`src/rtl/lmx_pkg.sv`:
```
`default_nettype none
// ----------------------------------------------------------------------------
// lmx_pkg
// Shared types and constants of the Lamport mutual exclusion node: command
// codes passed from the front end to the executor, result actions, register
// indexes and the executor state type.
// ----------------------------------------------------------------------------
package lmx_pkg;

  localparam int TIME_BITS = 32;
  localparam int NODE_BITS = 3;
  localparam int CNT_BITS  = 4;
  localparam int OWED_BITS = 3;

  localparam logic [TIME_BITS-1:0] TIME_MAX = '1;

  // Command queue between front end and executor.
  localparam int QDEPTH = 2;
  localparam int QPTR_W = 1;
  localparam int QCNT_W = 2;

  // Configuration register indexes.
  localparam logic CFG_OWN_NODE   = 1'b0;
  localparam logic CFG_NODE_COUNT = 1'b1;

  // Input selector codes.
  localparam logic       OP_LOCAL  = 1'b0;
  localparam logic       OP_MSG    = 1'b1;
  localparam logic [1:0] MSG_REQ   = 2'd0;
  localparam logic [1:0] MSG_REPLY = 2'd1;
  localparam logic [1:0] MSG_DONE  = 2'd2;

  typedef enum logic [2:0] {
    CMD_LOCAL,
    CMD_REQ,
    CMD_REPLY,
    CMD_DONE,
    CMD_NOP
  } cmd_kind_t;

  typedef struct packed {
    cmd_kind_t            kind;
    logic [NODE_BITS-1:0] node;
    logic                 in_range;
    logic [TIME_BITS-1:0] time_v;
  } lmx_cmd_t;

  typedef enum logic [2:0] {
    ACT_REQUEST = 3'd0,
    ACT_REPLY   = 3'd1,
    ACT_GRANT   = 3'd2,
    ACT_DONE    = 3'd3,
    ACT_REJECT  = 3'd4
  } action_t;

  typedef enum logic [2:0] {
    B_IDLE,
    B_EXEC,
    B_RDOWN,
    B_SCAN,
    B_EMIT1,
    B_GRANT,
    B_DONE
  } bstate_t;

endpackage : lmx_pkg
`default_nettype wire

```
`src/rtl/lmx_front.sv`:
```
`default_nettype none
// ----------------------------------------------------------------------------
// lmx_front
// Front end: unpacks an incoming request, classifies it into an executor
// command and pushes it into the command queue.
// ----------------------------------------------------------------------------
module lmx_front #(
  parameter int MAX_NODES = 8
) (
  input  wire logic              in_tvalid,
  output logic                   in_tready,
  input  wire logic [39:0]       in_tdata,
  input  wire logic [2:0]        in_tuser,
  input  wire logic              q_full,
  output logic                   q_push,
  output lmx_pkg::lmx_cmd_t      q_wr_cmd
);
  import lmx_pkg::*;

  logic                 opcode;
  logic [1:0]           msg_kind;
  logic [NODE_BITS-1:0] msg_node;
  logic [TIME_BITS-1:0] msg_time;

  assign opcode   = in_tuser[0];
  assign msg_kind = in_tuser[2:1];
  assign msg_node = in_tdata[NODE_BITS-1:0];
  assign msg_time = in_tdata[NODE_BITS+TIME_BITS-1:NODE_BITS];

  assign in_tready = !q_full;
  assign q_push    = in_tvalid && !q_full;

  always_comb begin
    q_wr_cmd.node     = msg_node;
    q_wr_cmd.time_v   = msg_time;
    q_wr_cmd.in_range = 32'(msg_node) < 32'(MAX_NODES);
    if (opcode == OP_LOCAL) begin
      q_wr_cmd.kind = CMD_LOCAL;
    end else begin
      case (msg_kind)
        MSG_REQ:   q_wr_cmd.kind = CMD_REQ;
        MSG_REPLY: q_wr_cmd.kind = CMD_REPLY;
        MSG_DONE:  q_wr_cmd.kind = CMD_DONE;
        default:   q_wr_cmd.kind = CMD_NOP;
      endcase
    end
  end

endmodule : lmx_front
`default_nettype wire

```
`src/rtl/lmx_queue.sv`:
```
`default_nettype none
// ----------------------------------------------------------------------------
// lmx_queue
// Two-entry command queue that decouples the front end from the executor.
// ----------------------------------------------------------------------------
module lmx_queue (
  input  wire logic              clk,
  input  wire logic              rst_n,
  input  wire logic              push,
  input  wire lmx_pkg::lmx_cmd_t wr_cmd,
  output logic                   full,
  input  wire logic              pop,
  output logic                   head_valid,
  output lmx_pkg::lmx_cmd_t      head
);
  import lmx_pkg::*;

  lmx_cmd_t          entry_r [QDEPTH];
  logic [QPTR_W-1:0] wr_ptr_r, wr_ptr_nxt;
  logic [QPTR_W-1:0] rd_ptr_r, rd_ptr_nxt;
  logic [QCNT_W-1:0] count_r, count_nxt;

  assign full       = count_r == QCNT_W'(QDEPTH);
  assign head_valid = count_r != '0;
  assign head       = entry_r[rd_ptr_r];

  always_comb begin
    wr_ptr_nxt = push ? wr_ptr_r + 1'b1 : wr_ptr_r;
    rd_ptr_nxt = pop  ? rd_ptr_r + 1'b1 : rd_ptr_r;
    count_nxt  = count_r;
    if (push && !pop) begin
      count_nxt = count_r + 1'b1;
    end else if (pop && !push) begin
      count_nxt = count_r - 1'b1;
    end
  end

  always_ff @(posedge clk) begin
    if (!rst_n) begin
      wr_ptr_r <= '0;
      rd_ptr_r <= '0;
      count_r  <= '0;
    end else begin
      wr_ptr_r <= wr_ptr_nxt;
      rd_ptr_r <= rd_ptr_nxt;
      count_r  <= count_nxt;
    end
  end

  always_ff @(posedge clk) begin
    if (push) begin
      entry_r[wr_ptr_r] <= wr_cmd;
    end
  end

endmodule : lmx_queue
`default_nettype wire

```
`src/rtl/lmx_back.sv`:
```
`default_nettype none
// ----------------------------------------------------------------------------
// lmx_back
// Executor: holds the logical clock, request slots and own request, carries
// out one command, scans the slots for the oldest request and sends the
// results through an output register.
// ----------------------------------------------------------------------------
module lmx_back #(
  parameter int MAX_NODES = 8
) (
  input  wire logic              clk,
  input  wire logic              rst_n,
  input  wire logic              q_valid,
  input  wire lmx_pkg::lmx_cmd_t q_head,
  output logic                   q_pop,
  input  wire logic              cfg_valid,
  output logic                   cfg_ready,
  input  wire logic [0:0]        cfg_index,
  input  wire logic [3:0]        cfg_data,
  output logic                   out_tvalid,
  input  wire logic              out_tready,
  output logic [39:0]            out_tdata,
  output logic [2:0]             out_tuser,
  output logic                   out_tlast
);
  import lmx_pkg::*;

  localparam int IDX_W = (MAX_NODES > 1) ? $clog2(MAX_NODES) : 1;

  bstate_t state_r, state_nxt;

  // Configuration.
  logic [NODE_BITS-1:0] own_node_r;
  logic [CNT_BITS-1:0]  node_count_r;

  // Protocol state.
  logic [TIME_BITS-1:0] clock_r;
  logic                 pending_r;
  logic [TIME_BITS-1:0] own_time_r;
  logic [OWED_BITS-1:0] owed_r;
  logic                 valid_r [MAX_NODES];
  logic [TIME_BITS-1:0] slot_time [MAX_NODES];

  // Work registers.
  lmx_cmd_t             cmd_r;
  logic [TIME_BITS-1:0] rd_data_r;
  logic [TIME_BITS-1:0] own_t_r;
  logic [IDX_W:0]       sc_r;
  logic                 blocked_r;
  logic                 grant_r;
  logic                 has_first_r;
  action_t              first_act_r;
  logic [NODE_BITS-1:0] first_dest_r;
  logic [TIME_BITS-1:0] first_time_r;

  // Output register.
  logic                 out_valid_r;
  action_t              out_act_r;
  logic [NODE_BITS-1:0] out_dest_r;
  logic [TIME_BITS-1:0] out_time_r;
  logic                 out_last_r;

  // Combinational helpers.
  logic [IDX_W-1:0]     own_idx, cmd_idx, jidx, rd_addr;
  logic                 own_in_range, own_valid;
  logic [TIME_BITS-1:0] clk_max, clk_new;
  logic [CNT_BITS-1:0]  nc_m1;
  logic [OWED_BITS-1:0] owed_init;
  logic                 hit_now, grant_now, scan_end, out_free, out_load;
  logic                 mem_we;
  logic [IDX_W-1:0]     mem_waddr;
  logic [TIME_BITS-1:0] mem_wdata;
  action_t              ld_act;
  logic [NODE_BITS-1:0] ld_dest;
  logic [TIME_BITS-1:0] ld_time;
  logic                 ld_last;
  logic                 cmd_other;

  assign own_idx      = IDX_W'(own_node_r);
  assign own_in_range = 32'(own_node_r) < 32'(MAX_NODES);
  assign own_valid    = own_in_range && valid_r[own_idx];
  assign cmd_idx      = IDX_W'(cmd_r.node);
  assign cmd_other    = cmd_r.node != own_node_r;
  assign jidx         = IDX_W'(sc_r - 1'b1);
  assign scan_end     = sc_r == (IDX_W+1)'(MAX_NODES);

  assign clk_max = (clock_r > cmd_r.time_v) ? clock_r : cmd_r.time_v;
  assign clk_new = (clk_max == TIME_MAX) ? clk_max : clk_max + 1'b1;

  assign nc_m1     = node_count_r - 1'b1;
  assign owed_init = (node_count_r == '0) ? '0 :
                     (nc_m1 > CNT_BITS'(7)) ? '1 : nc_m1[OWED_BITS-1:0];

  // Slot j (one behind the read address) beats our own request.
  assign hit_now = (sc_r != '0) && (jidx != own_idx) && valid_r[jidx] &&
                   ((rd_data_r < own_t_r) ||
                    ((rd_data_r == own_t_r) && (jidx < own_idx)));
  assign grant_now = pending_r && (owed_r == '0) && own_valid &&
                     !blocked_r && !hit_now;

  assign out_free  = !out_valid_r || out_tready;
  assign cfg_ready = 1'b1;

  assign out_tvalid = out_valid_r;
  assign out_tuser  = out_act_r;
  assign out_tlast  = out_last_r;
  assign out_tdata  = {2'b00, out_time_r, own_node_r, out_dest_r};

  // Next state and strobes.
  always_comb begin
    state_nxt = state_r;
    q_pop     = 1'b0;
    out_load  = 1'b0;
    rd_addr   = IDX_W'(q_head.node);
    ld_act    = first_act_r;
    ld_dest   = first_dest_r;
    ld_time   = first_time_r;
    ld_last   = !grant_r;
    mem_we    = 1'b0;
    mem_waddr = own_idx;
    mem_wdata = clock_r;
    case (state_r)
      B_IDLE: begin
        if (q_valid) begin
          q_pop     = 1'b1;
          state_nxt = B_EXEC;
        end
      end
      B_EXEC: begin
        if (cmd_r.kind == CMD_LOCAL && pending_r) begin
          state_nxt = B_EMIT1;
        end else begin
          state_nxt = B_RDOWN;
        end
        if (cmd_r.kind == CMD_LOCAL && !pending_r && own_in_range) begin
          mem_we = 1'b1;
        end else if (cmd_r.kind == CMD_REQ && cmd_other && cmd_r.in_range) begin
          mem_we    = 1'b1;
          mem_waddr = cmd_idx;
          mem_wdata = cmd_r.time_v;
        end
      end
      B_RDOWN: begin
        rd_addr   = own_idx;
        state_nxt = B_SCAN;
      end
      B_SCAN: begin
        rd_addr = sc_r[IDX_W-1:0];
        if (scan_end) begin
          if (has_first_r) begin
            state_nxt = B_EMIT1;
          end else if (grant_now) begin
            state_nxt = B_GRANT;
          end else begin
            state_nxt = B_IDLE;
          end
        end
      end
      B_EMIT1: begin
        if (out_free) begin
          out_load  = 1'b1;
          state_nxt = grant_r ? B_GRANT : B_IDLE;
        end
      end
      B_GRANT: begin
        ld_act  = ACT_GRANT;
        ld_dest = '0;
        ld_time = own_time_r;
        ld_last = 1'b0;
        if (out_free) begin
          out_load  = 1'b1;
          state_nxt = B_DONE;
        end
      end
      B_DONE: begin
        ld_act  = ACT_DONE;
        ld_dest = '0;
        ld_time = own_time_r;
        ld_last = 1'b1;
        if (out_free) begin
          out_load  = 1'b1;
          state_nxt = B_IDLE;
        end
      end
      default: state_nxt = B_IDLE;
    endcase
  end

  // Control state with reset.
  always_ff @(posedge clk) begin
    if (!rst_n) begin
      state_r      <= B_IDLE;
      own_node_r   <= '0;
      node_count_r <= CNT_BITS'(6);
      clock_r      <= '0;
      pending_r    <= 1'b0;
      own_time_r   <= '0;
      owed_r       <= '0;
      for (int i = 0; i < MAX_NODES; i++) begin
        valid_r[i] <= 1'b0;
      end
      sc_r         <= '0;
      blocked_r    <= 1'b0;
      grant_r      <= 1'b0;
      has_first_r  <= 1'b0;
      out_valid_r  <= 1'b0;
    end else begin
      state_r <= state_nxt;

      if (cfg_valid) begin
        case (cfg_index)
          CFG_OWN_NODE:   own_node_r   <= cfg_data[NODE_BITS-1:0];
          CFG_NODE_COUNT: node_count_r <= cfg_data;
          default: ;
        endcase
      end

      if (out_load) begin
        out_valid_r <= 1'b1;
      end else if (out_tready) begin
        out_valid_r <= 1'b0;
      end

      case (state_r)
        B_EXEC: begin
          sc_r        <= '0;
          blocked_r   <= 1'b0;
          grant_r     <= 1'b0;
          has_first_r <= (cmd_r.kind == CMD_LOCAL) || (cmd_r.kind == CMD_REQ);
          case (cmd_r.kind)
            CMD_LOCAL: begin
              if (!pending_r) begin
                pending_r  <= 1'b1;
                own_time_r <= clock_r;
                owed_r     <= owed_init;
                if (own_in_range) begin
                  valid_r[own_idx] <= 1'b1;
                end
              end
            end
            CMD_REQ: begin
              clock_r <= clk_new;
              if (cmd_other && cmd_r.in_range) begin
                valid_r[cmd_idx] <= 1'b1;
              end
            end
            CMD_REPLY: begin
              clock_r <= clk_new;
              if (owed_r != '0) begin
                owed_r <= owed_r - 1'b1;
              end
            end
            CMD_DONE: begin
              clock_r <= clk_new;
              if (cmd_other && cmd_r.in_range && valid_r[cmd_idx] &&
                  rd_data_r == cmd_r.time_v) begin
                valid_r[cmd_idx] <= 1'b0;
              end
            end
            default: clock_r <= clk_new;
          endcase
        end
        B_SCAN: begin
          sc_r <= sc_r + 1'b1;
          if (hit_now) begin
            blocked_r <= 1'b1;
          end
          if (scan_end) begin
            grant_r <= grant_now;
          end
        end
        B_GRANT: begin
          if (out_free) begin
            pending_r <= 1'b0;
            if (own_in_range) begin
              valid_r[own_idx] <= 1'b0;
            end
          end
        end
        default: ;
      endcase
    end
  end

  // Slot timestamp memory: one write port, one registered read port.
  always_ff @(posedge clk) begin
    if (mem_we) begin
      slot_time[mem_waddr] <= mem_wdata;
    end
    rd_data_r <= slot_time[rd_addr];
  end

  // Payload registers.
  always_ff @(posedge clk) begin
    if (q_pop) begin
      cmd_r <= q_head;
    end
    if (state_r == B_SCAN && sc_r == '0) begin
      own_t_r <= rd_data_r;
    end
    if (state_r == B_EXEC) begin
      case (cmd_r.kind)
        CMD_LOCAL: begin
          first_act_r  <= pending_r ? ACT_REJECT : ACT_REQUEST;
          first_dest_r <= '0;
          first_time_r <= clock_r;
        end
        CMD_REQ: begin
          first_act_r  <= ACT_REPLY;
          first_dest_r <= cmd_r.node;
          first_time_r <= clk_new;
        end
        default: begin
          first_act_r  <= ACT_REPLY;
          first_dest_r <= '0;
          first_time_r <= clock_r;
        end
      endcase
    end
    if (out_load) begin
      out_act_r  <= ld_act;
      out_dest_r <= ld_dest;
      out_time_r <= ld_time;
      out_last_r <= ld_last;
    end
  end

endmodule : lmx_back
`default_nettype wire

```
`src/rtl/lamport_mutex_node.sv`:
```
`default_nettype none
// ----------------------------------------------------------------------------
// lamport_mutex_node
// One participant of Lamport distributed mutual exclusion: a logical clock,
// one request slot per node and the node's own pending request.
// ----------------------------------------------------------------------------
//
//  Channel  Dir  Handshake            Carries
//  in_      in   in_tvalid/in_tready  one request: local wish or message
//  out_     out  out_tvalid/tready    zero to three results per request
//  cfg_     in   cfg_valid/cfg_ready  register index and write data
//
// A rejected duplicate skips the slot scan; every other request passes
// through the scan, which reads one timestamp per cycle from the slot
// memory, before its results go out.
// Reset (rst_n low at a clock edge) clears the clock, the slot valid bits,
// the pending request and the queue; own_node returns to 0, node_count to 6.
// A stalled output holds the executor; the two-entry queue keeps taking
// requests until it is full, so in_tready drops only then.
//
module lamport_mutex_node #(
  parameter int MAX_NODES = 8
) (
  input  wire logic        clk,
  input  wire logic        rst_n,
  // Input requests.
  input  wire logic        in_tvalid,
  output logic             in_tready,
  input  wire logic [39:0] in_tdata,   // msg_node[2:0], msg_time[34:3], zero
  input  wire logic [2:0]  in_tuser,   // opcode[0], msg_kind[2:1]
  // Results.
  output logic             out_tvalid,
  input  wire logic        out_tready,
  output logic [39:0]      out_tdata,  // dest_node[2:0], out_node[5:3],
                                       // out_time[37:6], zero
  output logic [2:0]       out_tuser,  // action[2:0]
  output logic             out_tlast,  // last result of this request
  // Configuration writes.
  input  wire logic        cfg_valid,
  output logic             cfg_ready,
  input  wire logic [0:0]  cfg_index,  // 0 own_node, 1 node_count
  input  wire logic [3:0]  cfg_data
);
  import lmx_pkg::*;

  lmx_cmd_t wr_cmd;
  lmx_cmd_t head;
  logic     q_push;
  logic     q_full;
  logic     q_pop;
  logic     head_valid;

  // Front end: classify each request and queue it.
  lmx_front #(
    .MAX_NODES (MAX_NODES)
  ) u_front (
    .in_tvalid (in_tvalid),
    .in_tready (in_tready),
    .in_tdata  (in_tdata),
    .in_tuser  (in_tuser),
    .q_full    (q_full),
    .q_push    (q_push),
    .q_wr_cmd  (wr_cmd)
  );

  lmx_queue u_queue (
    .clk        (clk),
    .rst_n      (rst_n),
    .push       (q_push),
    .wr_cmd     (wr_cmd),
    .full       (q_full),
    .pop        (q_pop),
    .head_valid (head_valid),
    .head       (head)
  );

  // Executor: protocol state, slot scan and result sequencing.
  lmx_back #(
    .MAX_NODES (MAX_NODES)
  ) u_back (
    .clk        (clk),
    .rst_n      (rst_n),
    .q_valid    (head_valid),
    .q_head     (head),
    .q_pop      (q_pop),
    .cfg_valid  (cfg_valid),
    .cfg_ready  (cfg_ready),
    .cfg_index  (cfg_index),
    .cfg_data   (cfg_data),
    .out_tvalid (out_tvalid),
    .out_tready (out_tready),
    .out_tdata  (out_tdata),
    .out_tuser  (out_tuser),
    .out_tlast  (out_tlast)
  );

endmodule : lamport_mutex_node
`default_nettype wire

```
`config.mk`:
```
export PLATFORM = sky130hd
export DESIGN_NAME = lamport_mutex_node
export DESIGN_NICKNAME = d
export VERILOG_FILES = /design/src/rtl/lmx_pkg.sv /design/src/rtl/lmx_front.sv /design/src/rtl/lmx_queue.sv /design/src/rtl/lmx_back.sv /design/src/rtl/lamport_mutex_node.sv
export SDC_FILE = /design/constraint.sdc
export NUM_CORES = 1
export LEC_CHECK = 0
export BUFFER_PORTS_ARGS = -buffer_cell sky130_fd_sc_hd__buf_4
export CELL_PAD_IN_SITES_DETAIL_PLACEMENT = 0
export CELL_PAD_IN_SITES_GLOBAL_PLACEMENT = 1
export CORE_MARGIN = 2
export CORE_UTILIZATION = 38
export DETAILED_ROUTE_END_ITERATION = 10
export PLACE_DENSITY = 0.66
export SYNTH_ARGS = -nofsm -noshare
export SYNTH_HDL_FRONTEND = slang
export SYNTH_SLANG_ARGS = --single-unit
```
`constraint.sdc`:
```
create_clock -name clk -period 9.6 [get_ports clk]
set_input_delay 1.44 -clock clk [delete_from_list [all_inputs] [get_ports clk]]
set_output_delay 1.44 -clock clk [all_outputs]
set_load 0.01 [all_outputs]
```
======== After elaboration in Yosys (flattened, before gate mapping) ========
Memories as Yosys holds them, arrays and structs flattened. A register that Yosys moved wholly into a read port is not among the register bits.
Index checks and enable logic that the tools add are counted.
storage, ports and cells
  memories kept ........................... 3
  output and inout bits ................... 47
  bits in writable memories ............... 340
  word-level logic and storage cells ...... 218
  input port bits ......................... 53
  register bits after elaboration ......... 238
memory list
  name              words  bits a word  rd ports  clocked after Yosys merged registers in  write ports  line             text
  u_back.slot_time  8      32           1         1                                        1            lmx_back.sv:42   logic [TIME_BITS-1:0] slot_time [MAX_NODES];
  u_queue.entry_r   2      38           1         1                                        1            lmx_queue.sv:18  lmx_cmd_t entry_r [QDEPTH];
  u_back.valid_r    8      1            3         2                                        8            lmx_back.sv:41   logic valid_r [MAX_NODES];
operators by class
  add/subtract/negate cells ............... 9
  muxes and demuxes ....................... 86
  bitwise gates (word level) .............. 5
  order comparisons ....................... 4
  eq/ne operators ......................... 27
  reductions and logical operators ........ 57
operator list
  kind                   count
  $mux 32                7
  $mux 3                 23
  $eq 32x32->1           2
  $mux 1                 44
  $add 32x1->32 const B  1
  $eq 32x32->1 const B   1
  $gt 32x32->1           1
  $lt 32x32->1           1
  $pmux 3 s7             1
  $logic_and 1x1->1      19
  $pmux 3 s2             3
  $ne 2x1->1 const B     7
  $eq 3x2->1 const B     4
  $reduce_bool 2->1      6
  $reduce_and 2->1       5
  $eq 3x3->1 const B     3
  $logic_not 3->1        3
  $pmux 3 s3             1
  $logic_not 1->1        8
  $logic_not 4->1        2
  $pmux 1 s2             4
  $pmux 4 s2             1
  $eq 3x1->1 const B     2
  $ne 3x3->1             2
  other kinds (25)       37

======== Depth between registers and ports, before layout ========
  word-level depth ........................ 12
  gate-level depth with buffers ........... 14
  gate-level depth less buffers ........... 11

======== Modules after synthesis ========
A second synthesis with hierarchy kept.
second synthesis, totals
  cells, all modules ...................... 2,119
  area total of the unflattened synthesis .. 27,517.6 µm²
modules (own cells, without submodules)
  module     cells each  times used  seq. area each (µm²)  area each (µm²)
  lmx_back   1,928       1           14,744.1              24,128.1
  lmx_queue  143         1           2,442.3               3,031.7
  lmx_front  48          1           0.0                   357.8

======== Worst setup path after synthesis ========
Ideal clock, no wire load.
  kind .................................... reg-to-reg
  start point ............................. reg u_back.state_r[0]
  end point ............................... reg u_back.own_t_r[0], enable pin
  stages on the path, launching flop included .. 5
  buffers on the path ..................... 1
  required time ........................... 9.087 ns
  period minus slack after synthesis ...... 4.752 ns
  slack ................................... 4.848 ns
  arrival time ............................ 4.239 ns
  cells stage by stage .................... dfxtp_1 > buf_2 > nor2b_1 > nand2_1 > nor4b_1
on the way
  word-level cells in the longest chain between the ends .. 2
ends and longest elaborated chain
  what                      line             text
  start: declaration        lmx_back.sv:30   bstate_t state_r, state_nxt;
  start signal: assignment  lmx_back.sv:208  state_r <= state_nxt;
  $eq 3x2->1                lmx_back.sv:298  if (state_r == B_SCAN && sc_r == '0) begin
  $logic_and 1x1->1         lmx_back.sv:298
  end signal: assignment    lmx_back.sv:299  own_t_r <= rd_data_r;
  end: declaration          lmx_back.sv:47   logic [TIME_BITS-1:0] own_t_r;
Every way passes these cells.
A chain may end at the register's enable or synchronous reset.

==> flow_summary.yaml <==
grt:
  globalRouteMet1Util: 0.252
  grt_pass1_wl_um: 101000
  grt_max_degree: 65
  grtUsageMet3: 0.0238
  track_usage: 0.180
  grt-busiest-layer: "met2"
  grt-ovfl-total: 0
  globalRouteMet2Util: 0.298
  grt_pass1_vias: 16300
  antenna_found_initial: 1
yosys:
  synth_edf_count: 478
  syn_area_per_cell_um2: 13.1
  ys_seq_area_frac: 0.632
  netlist_instances: 2071
  synth.cell_area_um2: 27100
  ys_ff_latch: 615
  yosysUniqueCellTypes: 91
  synth_flop_cell: "edfxtp_1"
  ys_async_sr_fraction: 0
  ys.warnings.count: 0
critical_path:
  critPathMaxFanout: 32
  reg2reg_from: "u_back.state_r[1]"
  path_class: "flip-flop to flip-flop"
  startpoint: "u_back.state_r[1]"
  reg2regPathDepth: 11
  max_stage_delay_ps: 530
  critPathRequiredTime_ps: 10170
  reg2reg_to: "u_back.valid_r[4]"
  crit_path_end_kind: "flip-flop"
  worstPathCellList: "and2b_4, nand2b_4, inv_2, buf_4, nand4_1, nor4_1, nor4b_2, a21oi_1, mux2i_2, a21boi_1, mux2i_1"
  cp.depth: 11
  path_delay_family: "simple AND/OR/NAND/NOR gates"
  critPathArrivalTime_ps: 4920
  startpoint_type: "flip-flop"
  crit_path_top_delay_cell: "nor4b_2"
  setup.worst_path.end: "u_back.valid_r[4]"
  cp_num_buf_inv: 2
  r2r_slack_ps: 5250
placement:
  place_hpwl_um: 44000
  portBuffers: 91
  place.gp.congestion: 0.862
timing:
  fin_skew_ps: 45.6
  rsz0062_at_grt: "no"
  finalHoldViolCount: 0
  maxSlewViolCount: 0
  fin_crit_sh: 0.453
  maxSlewHeadroom: 0.222
  tns_ps: 0
  setup_viol: 0
  tightest_slew_ps: 1150
  min_period_ps: 4350
  fmax_mhz: 230
die:
  die_x_um: 271
  rows: 97
  initial_core_util: 0.385
  dieArea_um2: 73400
  core_area_um2: 70300
  dieHeight_um: 271
  ios: 100
min_path:
  hold_start: "u_back.own_time_r[27]"
  min_path_type: "flip-flop to flip-flop"
flow_run:
  drv_cap: 0
layout:
  final_nets: 2268
  diodes: 0
  layout-drive-gt1-share: 0.183
  syn2layout_area_growth_pct: 14.1
  utilization: 0.439
power_and_ir_drop:
  comb_power_share: 0.263
  peakVddDrop_uv: 207
  p_int_uw: 5920
  power.switching_uw: 2870
  clockPowerShare: 0.286
  switching_share: 0.326
  p_per_area_nw_per_um2: 285
  power_frac_seq: 0.451
  p_leak_uw: 0.0109
clocking:
  hold_buffers: 0
  tritoncts: "built"
  cts.clk_slew.worst_paths_ps: 60
  clk_latency_ps: 650
  cts.path.max_buffers: 3
  root_buffer: "clkbuf_16"
  cts.sinks: 615
  post_cts_resized: 0
  htree_levels: 2
  cts_setup_buffers: 0
  numCtsBuffers: 61
routing:
  drtAntennaViolNets: 0
  routedWlPerCell_um: 21.3
  vias: 16600
  drt_iter0_drc: 1284
  firstDrtPassIters: 7
  routed_via_density: 5.29
  totalWireLength_um: 66700
  remaining_drc_errors: 0
outcome:
  outcome: "completed"
## worst register-to-register path, cell delays in order (launching register included)
cell	delay, ps
dfxtp_1	480
and2b_4	400
nand2b_4	100
inv_2	270
buf_4	500
nand4_1	250
nor4_1	520
nor4b_2	530
a21oi_1	290
mux2i_2	470
a21boi_1	250
mux2i_1	200
## layout by cell type, fill, tap and decap left out, types with 9 or more instances in the layout
cell       Yosys  layout
mux4_2        70      70
mux2i_1       34      31
nand2_1      311     310
edfxtp_1     478     478
o21ai_0       92      92
nand3_1       45      45
nor4_1        13      13
nor3_1        33      33
a21o_1         9       9
clkbuf_16      0      62
a31oi_1       14      14
nor2_1        78      70
inv_1         91      91
and3_1        13       9
mux2_2        76      76
clkinv_2       0       9
nor2b_1       14      13
clkinv_1       1      14
buf_4          5     117
bufinv_16      0      10
and2_1        10      10
a21oi_1      114     114
xor2_1        21      21
dfxtp_1      137     137
ha_1          75      75
xnor2_1       47      47
clkbuf_1      74      12
nand2b_1      12      12
nand4_1       31      31
## cells in the mapped netlist, types with 3 or more instances
cell	n	area, µm²
edfxtp_1	478	14400
nand2_1	311	1170
dfxtp_1	137	2740
a21oi_1	114	571
o21ai_0	92	460
inv_1	91	342
nor2_1	78	293
mux2_2	76	856
ha_1	75	938
clkbuf_1	74	278
mux4_2	70	1580
xnor2_1	47	412
nand3_1	45	225
mux2i_1	34	340
nor3_1	33	165
nand4_1	31	194
xor2_1	21	184
buf_2	20	100
a31oi_1	14	87.6
nor2b_1	14	87.6
and3_1	13	81.3
nor4_1	13	81.3
nand2b_1	12	75.1
and2_1	10	62.6
a21o_1	9	67.6
o21ai_1	9	45.0
a211oi_1	8	60.1
buf_1	8	30.0
o211ai_1	8	60.1
o31ai_1	7	52.6
buf_4	5	37.5
o21a_1	5	37.5
o22ai_1	5	31.3
or2_2	5	31.3
or3_1	5	31.3
a22o_1	4	35.0
or4_1	4	30.0
a221o_1	3	30.0
a311oi_1	3	26.3
a32o_1	3	30.0
nand4b_1	3	26.3
nor3b_1	3	22.5
o211a_1	3	30.0
o311ai_0	3	26.3
o32ai_1	3	26.3
## worst min-delay path by stage
| stage | to | slack [ps] | cells past startpoint |
|---|---|---|---|
| floorplan | u_back.own_time_r[0] | 440 | 2 |
| global placement | u_back.own_time_r[2] | 440 | 2 |
| detailed placement | u_back.own_time_r[14] | 450 | 2 |
| CTS | u_back.own_time_r[1] | 460 | 2 |
| global route | u_back.own_time_r[14] | 470 | 2 |
| finish | u_back.own_time_r[27] | 460 | 2 |
## cell type report
cell class / instances / area (µm²)
Multi-Input combinational cell: 1252 / 9250
Clock inverter: 38 / 472
Inverter: 93 / 349
Timing Repair Buffer: 117 / 878
Tap cell: 940 / 1180
Sequential cell: 615 / 17100
Fill cell: 6355 / 39400
Clock buffer: 78 / 1650
## cells by family after synthesis
logic type | share of synthesized area
multiplexers | 0.103
other | 0.000278
AND/OR/NAND/NOR | 0.105
buffers and inverters | 0.0311
XOR/XNOR | 0.0220
adder cells (fa/ha/maj) | 0.0347
AO/OA/AOI/OAI | 0.0723
flip-flops | 0.632
## through the flow
| stage | instance area, µm² | power [µW] | setup slack, ps | hold WS (ps) | cells |
|---|---|---|---|---|---|
| final | 30900 | 8780 | 5250 | 456 | 3133 |
| after floorplan | 27100 | 5490 | 4850 | 437 | 2072 |
| after detailed placement | 28700 | 6340 | 5280 | 449 | 3017 |
| after global placement | 28700 | 6290 | 5310 | 443 | 3017 |
| after CTS | 30900 | 8870 | 5270 | 457 | 3133 |
| after global routing | 30900 | 9230 | 5030 | 475 | 3133 |
## power by group through the flow
stage               clock, µW  sequential [µW]  combinational (µW)
floorplan                   0             3700                1790
CTS                      2570             3960                2340
detailed placement          0             4010                2330
global placement            0             4000                2280
finish                   2520             3960                2310
global route             2670             4000                2560
## per-layer routing
metal | share of wire | up-vias
met1 | 0.46 | 8315
met3 | 0.042 | 74
met4 | 0.017 | 2
met5 | 0.00014 | -
met2 | 0.48 | 368
li1 | - | 7800
## registers in the layout, summed over array words and instances, names as in the netlist, 8 cells and up, named ones only
signal and flops:
u_back.own_t_r 32, u_back.first_time_r 32, u_back.clock_r 32, u_back.out_time_r 32, u_back.slot_time 256, u_back.valid_r 8
u_queue.entry_r 76, u_back.own_time_r 32, u_back.rd_data_r 32, u_back.cmd_r 35
No activity file was read; power rests on OpenSTA's default activity.
